File: src/sv/sapq_pkg.sv
// ----------------------------------------------------------------------------
// sapq_pkg: shared types for the sorted-array priority queue
// Operation and status codes, controller states and the command/status
// bundles that pass between controller and datapath.
// ----------------------------------------------------------------------------
`timescale 1ns / 1ps

package sapq_pkg;

   typedef enum logic [1:0] {
      OP_ENQUEUE = 2'd0,
      OP_DEQUEUE = 2'd1,
      OP_CLEAR   = 2'd2
   } op_type;

   typedef enum logic [1:0] {
      STAT_OK    = 2'd0,
      STAT_EMPTY = 2'd1,
      STAT_FULL  = 2'd2
   } status_type;

   typedef enum logic [2:0] {
      ST_IDLE,
      ST_ENQ_CHK,
      ST_ENQ_CMP,
      ST_DEQ,
      ST_DEQ_LOAD,
      ST_RESP
   } state_type;

   typedef struct packed {
      logic       latch;       // capture request, arm insert cursor
      logic       clear;       // drop all entries
      logic       rd_prev;     // read the entry in front of the cursor
      logic       wr_old;      // move read entry back one slot, step cursor
      logic       wr_new;      // place new entry at cursor
      logic       deq;         // pop head
      logic       load_head;   // refresh head registers from read data
      logic       set_status;
      status_type status_code;
   } cmd_type;

   typedef struct packed {
      logic empty;
      logic full;
      logic cursor_zero;
      logic rd_greater;
      logic last_entry;
   } dp_status_type;

endpackage

File: src/sv/sapq_ctrl.sv
// ----------------------------------------------------------------------------
// sapq_ctrl: sequencer for the sorted-array priority queue
// Decodes each accepted beat and steps the datapath through insert shifts,
// head pops and the single-cycle result strobe.
// ----------------------------------------------------------------------------
`timescale 1ns / 1ps

module sapq_ctrl (
   input  logic                   clock,
   input  logic                   reset,
   input  logic                   start,
   input  logic [1:0]             req_op,
   input  sapq_pkg::dp_status_type dp_status,
   output sapq_pkg::cmd_type      cmd,
   output logic                   busy,
   output logic                   rsp_strobe
);
   import sapq_pkg::*;

   state_type state_ff;
   state_type state_in;

   always_ff @(posedge clock) begin
      if (reset) begin
         state_ff <= ST_IDLE;
      end else begin
         state_ff <= state_in;
      end
   end

   always_comb begin
      state_in   = state_ff;
      cmd        = '0;
      busy       = 1'b1;
      rsp_strobe = 1'b0;
      unique case (state_ff)
         ST_IDLE: begin
            busy = 1'b0;
            if (start) begin
               cmd.latch = 1'b1;
               case (op_type'(req_op))
                  OP_ENQUEUE: begin
                     if (dp_status.full) begin
                        cmd.set_status  = 1'b1;
                        cmd.status_code = STAT_FULL;
                        state_in        = ST_RESP;
                     end else begin
                        state_in = ST_ENQ_CHK;
                     end
                  end
                  OP_DEQUEUE: begin
                     if (dp_status.empty) begin
                        cmd.set_status  = 1'b1;
                        cmd.status_code = STAT_EMPTY;
                        state_in        = ST_RESP;
                     end else begin
                        state_in = ST_DEQ;
                     end
                  end
                  OP_CLEAR: begin
                     cmd.clear = 1'b1;
                     state_in  = ST_RESP;
                  end
                  default: begin
                     state_in = ST_RESP;
                  end
               endcase
            end
         end
         ST_ENQ_CHK: begin
            if (dp_status.cursor_zero) begin
               cmd.wr_new = 1'b1;
               state_in   = ST_RESP;
            end else begin
               cmd.rd_prev = 1'b1;
               state_in    = ST_ENQ_CMP;
            end
         end
         ST_ENQ_CMP: begin
            // shift the larger entry back, else drop the new one in here
            if (dp_status.rd_greater) begin
               cmd.wr_old = 1'b1;
               state_in   = ST_ENQ_CHK;
            end else begin
               cmd.wr_new = 1'b1;
               state_in   = ST_RESP;
            end
         end
         ST_DEQ: begin
            cmd.deq = 1'b1;
            if (dp_status.last_entry) begin
               state_in = ST_RESP;
            end else begin
               state_in = ST_DEQ_LOAD;
            end
         end
         ST_DEQ_LOAD: begin
            cmd.load_head = 1'b1;
            state_in      = ST_RESP;
         end
         ST_RESP: begin
            rsp_strobe = 1'b1;
            state_in   = ST_IDLE;
         end
         default: begin
            state_in = ST_IDLE;
         end
      endcase
   end

endmodule

File: config.mk
export PLATFORM = sky130hd
export DESIGN_NAME = sapq_ctrl
export DESIGN_NICKNAME = d
export VERILOG_FILES = /design/src/sv/sapq_pkg.sv /design/src/sv/sapq_ctrl.sv
export SDC_FILE = /design/constraint.sdc
export NUM_CORES = 1
export LEC_CHECK = 0
export ABC_CLOCK_PERIOD_IN_PS = 1200
export BUFFER_PORTS_ARGS = -buffer_cell sky130_fd_sc_hd__buf_2
export CORE_AREA = 5 5 42 44
export CTS_CLUSTER_DIAMETER = 200
export DETAILED_ROUTE_END_ITERATION = 7
export DIE_AREA = 0 0 47 49
export PLACE_DENSITY = 0.55
export SLEW_MARGIN = 20
export SYNTH_ARGS = -nofsm -noshare
export SYNTH_HDL_FRONTEND = slang
export SYNTH_SLANG_ARGS = --single-unit
File: constraint.sdc
create_clock -name clock -period 1.2 [get_ports clock]
set_clock_uncertainty 0.05 [all_clocks]
set_input_delay 0.24 -clock clock [delete_from_list [all_inputs] [get_ports clock]]
set_output_delay 0.24 -clock clock [all_outputs]
set_load 0.01 [all_outputs]
==> impl_metrics.csv <==
group,metric,value,unit
finish,final_common_cell,"buf_2",
timing,finalHoldViolations,0,
setup_path,cp.arrival,1260,ps
floorplanning,die_y,49,um
synthesis,synth_cell_type_count,19,
run,drv_cap,0,
global_route,antenna_found_initial,0,
worst_hold_path,hold_class,"in2reg",
synthesis,syn_area_per_cell,7.507,um2
finish,final_cell_mix,"buf_2, buf_4, buf_6",
finish,regMostFlops,"state_ff",
setup_path,cp_max_fo,5,
clock_tree,clk_pin_slew,40,ps
clock_tree,numCtsBuffers,3,
place,place_hpwl,695.5,um
floorplanning,fp-row-count,14,
routing,routed_wl,1273,um
synthesis,yosys_warnings,0,
clock_tree,cts.sink_count,3,
clock_tree,ctsHoldBuffers,0,
synthesis,synth.top_cell.area_share,18.60,%
clock_tree,clockBufferDepth,2,
global_route,grt-ovfl-total,0,
timing,setup_viol,15,
place,place.gp.congestion,0.7474,
power,p_leak,0.3967,nW
global_route,grtUsageTotal,10.71,%
clock_tree,h-tree-depth,1,
power,p_clk_share,21.8,%
routing,vias,470,
timing,fin_ws,-348.7,ps
clock_tree,clock_latency,230,ps
timing,worst_slew_pin_slew,211.4,ps
floorplanning,coreArea,1401,um2
clock_tree,cts_root_buffer,"clkbuf_4",
timing,max_freq,0.6457,GHz
timing,totalNegativeSetupSlack,-3254,ps
finish,nets,95,
global_route,gr-max-usage-layer,"met2",
timing,fin_crit_sh,129.1,%
power,peakVddDrop,0.0008191,V
timing,slew_violations,0,
power,pwr-share-comb,61.4,%
synthesis,synth_nets,53,
setup_path,worst_setup_path_start_kind,"flip-flop",
finish,top_regs,"state_ff (3)",
finish,finalNonFillerCells,100,
setup_path,cp-end-kind,"output port",
finish,synthToLayoutAreaGrowth,135.3,%
synthesis,synth_area_leaders,"dfxtp_1, nor4b_2, a21oi_1",
global_route,grt_util_met1,12.33,%
finish,largest_register_ffs,3,
routing,dr.pass1.iters,4,
place,io_buffers,21,
status,status,"complete, but fails checks",
place,dpl.cell_count,82,
timing,slew_headroom,85.50,%
floorplanning,die-width,47,um
setup_path,critical-path-max-stage-delay,330,ps
place,dpl_cell_area,493.0,um2
finish,n_fill_cell,135,
setup_path,crit_family,"simple AND/OR/NAND/NOR gates",
global_route,grtUsageMet3,2.583,%
global_route,use_met2,16.06,%
setup_path,crit_path_cell_trace,"nor3_4 > nand2_4 > nor4b_4 > buf_2",
setup_path,critical_path_class,"reg2out",
finish,fin_area,759.5,um2
timing,fin_crit,1549,ps
clock_tree,cts_tree,"yes",
routing,route.detailed.drc,0,
timing,whs,226.6,ps
global_route,grt_first_pass_wirelength,1787,um
status,failed_checks,"setup timing",
routing,vias_per_cell,4.700,
power,powerDensity,1068,nW/um2
routing,final_antenna_net_count,0,
setup_path,reg2reg_setup_slack,-110,ps
finish,n_antenna_cell,0,
finish,drive_above_1_share,75.00,%
floorplanning,io_pins,22,
setup_path,cp.buffers_inverters,1,
synthesis,yosysSeqAreaShare,18.60,%
global_route,grt_pass1_vias,431,
power,p_int,0.0005255,W
global_route,grt_max_degree,14,
synthesis,syn_inst,43,
routing,wire_per_inst,12.73,um
floorplanning,start_util,23.04,%
setup_path,slowest_stage,"dfxtp_2",
timing,rsz0062_at_grt,"true",
power,switchingPower,0.0002854,W
floorplanning,die-area,2303,um2
synthesis,ys_ff_latch,3,
routing,first_iter_violations,4,
synthesis,syn_area,322.8,um2
setup_path,crit_required,910,ps
synthesis,yosys.area.top_type,"dfxtp_1",
power,power_frac_seq,16.7,%
power,p_sw_share,35.20,%
path summary, 6_finish.rpt:
kind	from	endpoint	depth (start not counted)
min reg2reg	state_ff[1]$_SDFFE_PP0P_	state_ff[1]$_SDFFE_PP0P_	3
min	reset	state_ff[0]$_SDFFE_PP0P_	3
max reg2reg	state_ff[0]$_SDFFE_PP0P_	state_ff[1]$_SDFFE_PP0P_	6
max	state_ff[1]$_SDFFE_PP0P_	cmd[1]	4
through the flow:
stage               total power, W  utilization [%]  setup slack (ps)
floorplan                0.0002940                -            -62.72
global placement         0.0003896            35.18            -144.4
detailed placement       0.0003943            35.18            -170.6
CTS                      0.0006506            42.32            -371.4
global route             0.0008719            54.20            -466.8
finish                   0.0008109            54.20            -348.7
area by class of cell:
class                   instances  area, um2  area share, %
clock buffers                   4      26.28          3.460
flip-flops and latches          3      66.31          8.731
multi-input cells              33      330.3          43.49
inverters                       4      15.01          1.977
well taps                      16      20.02          2.636
repair buffers                 40      301.5          39.70
layer usage:
layer,vias up,part of all wire (%)
met3,7,4.8
met4,0,4.3
li1,232,-
met1,218,37
met5,-,0
met2,13,53
synthesized netlist by cell type:
cell / count
nor3_2: 1
mux2i_1: 1
dfxtp_1: 3
buf_4: 2
and3b_1: 3
a211oi_1: 1
o21a_1: 2
nor2_1: 4
inv_1: 4
nor3_1: 3
nand2_2: 1
nor3b_1: 2
buf_2: 1
nor4b_1: 1
nor2b_1: 1
nor4b_2: 3
a21oi_1: 6
nand2_1: 3
nand2b_1: 1
kinds of logic (layout without fill, tap and decap cells):
kind of cell / Yosys count / in the layout / share of synthesized area [%]
and+or+nand+nor: 23 / 23 / 51.16
AOI/OAI and AO/OA: 9 / 9 / 16.28
buffers and inverters: 7 / 48 / 10.85
DFF: 3 / 3 / 18.61
muxes: 1 / 1 / 3.101
worst reg2reg max path, cell delays in order (launching register included):
cell and delay, ps:
dfxtp_4 370, nor3_4 50, buf_4 120, buf_4 120
buf_6 110, a21oi_4 170, nor4b_4 220
power by group through the flow:
| stage | clock, W | sequential [W] | combinational (W) |
|---|---|---|---|
| final | 0.000177 | 0.000136 | 0.000498 |
| after global routing | 0.000202 | 0.000138 | 0.000532 |
| after CTS | 0.000188 | 0.000131 | 0.000331 |
| after detailed placement | 0 | 0.000129 | 0.000265 |
| after global placement | 0 | 0.000128 | 0.000261 |
| after floorplan | 0 | 0.000132 | 0.000162 |
repair_timing:
item	4_1_cts	5_1_grt
gates cloned	0	1
endpoints found under the hold margin	0	0
buffers inserted	6	8
pin swaps	6	6
resized for setup	11	19
setup endpoints to repair	13	14
No activity file was read; power rests on OpenSTA's default activity.
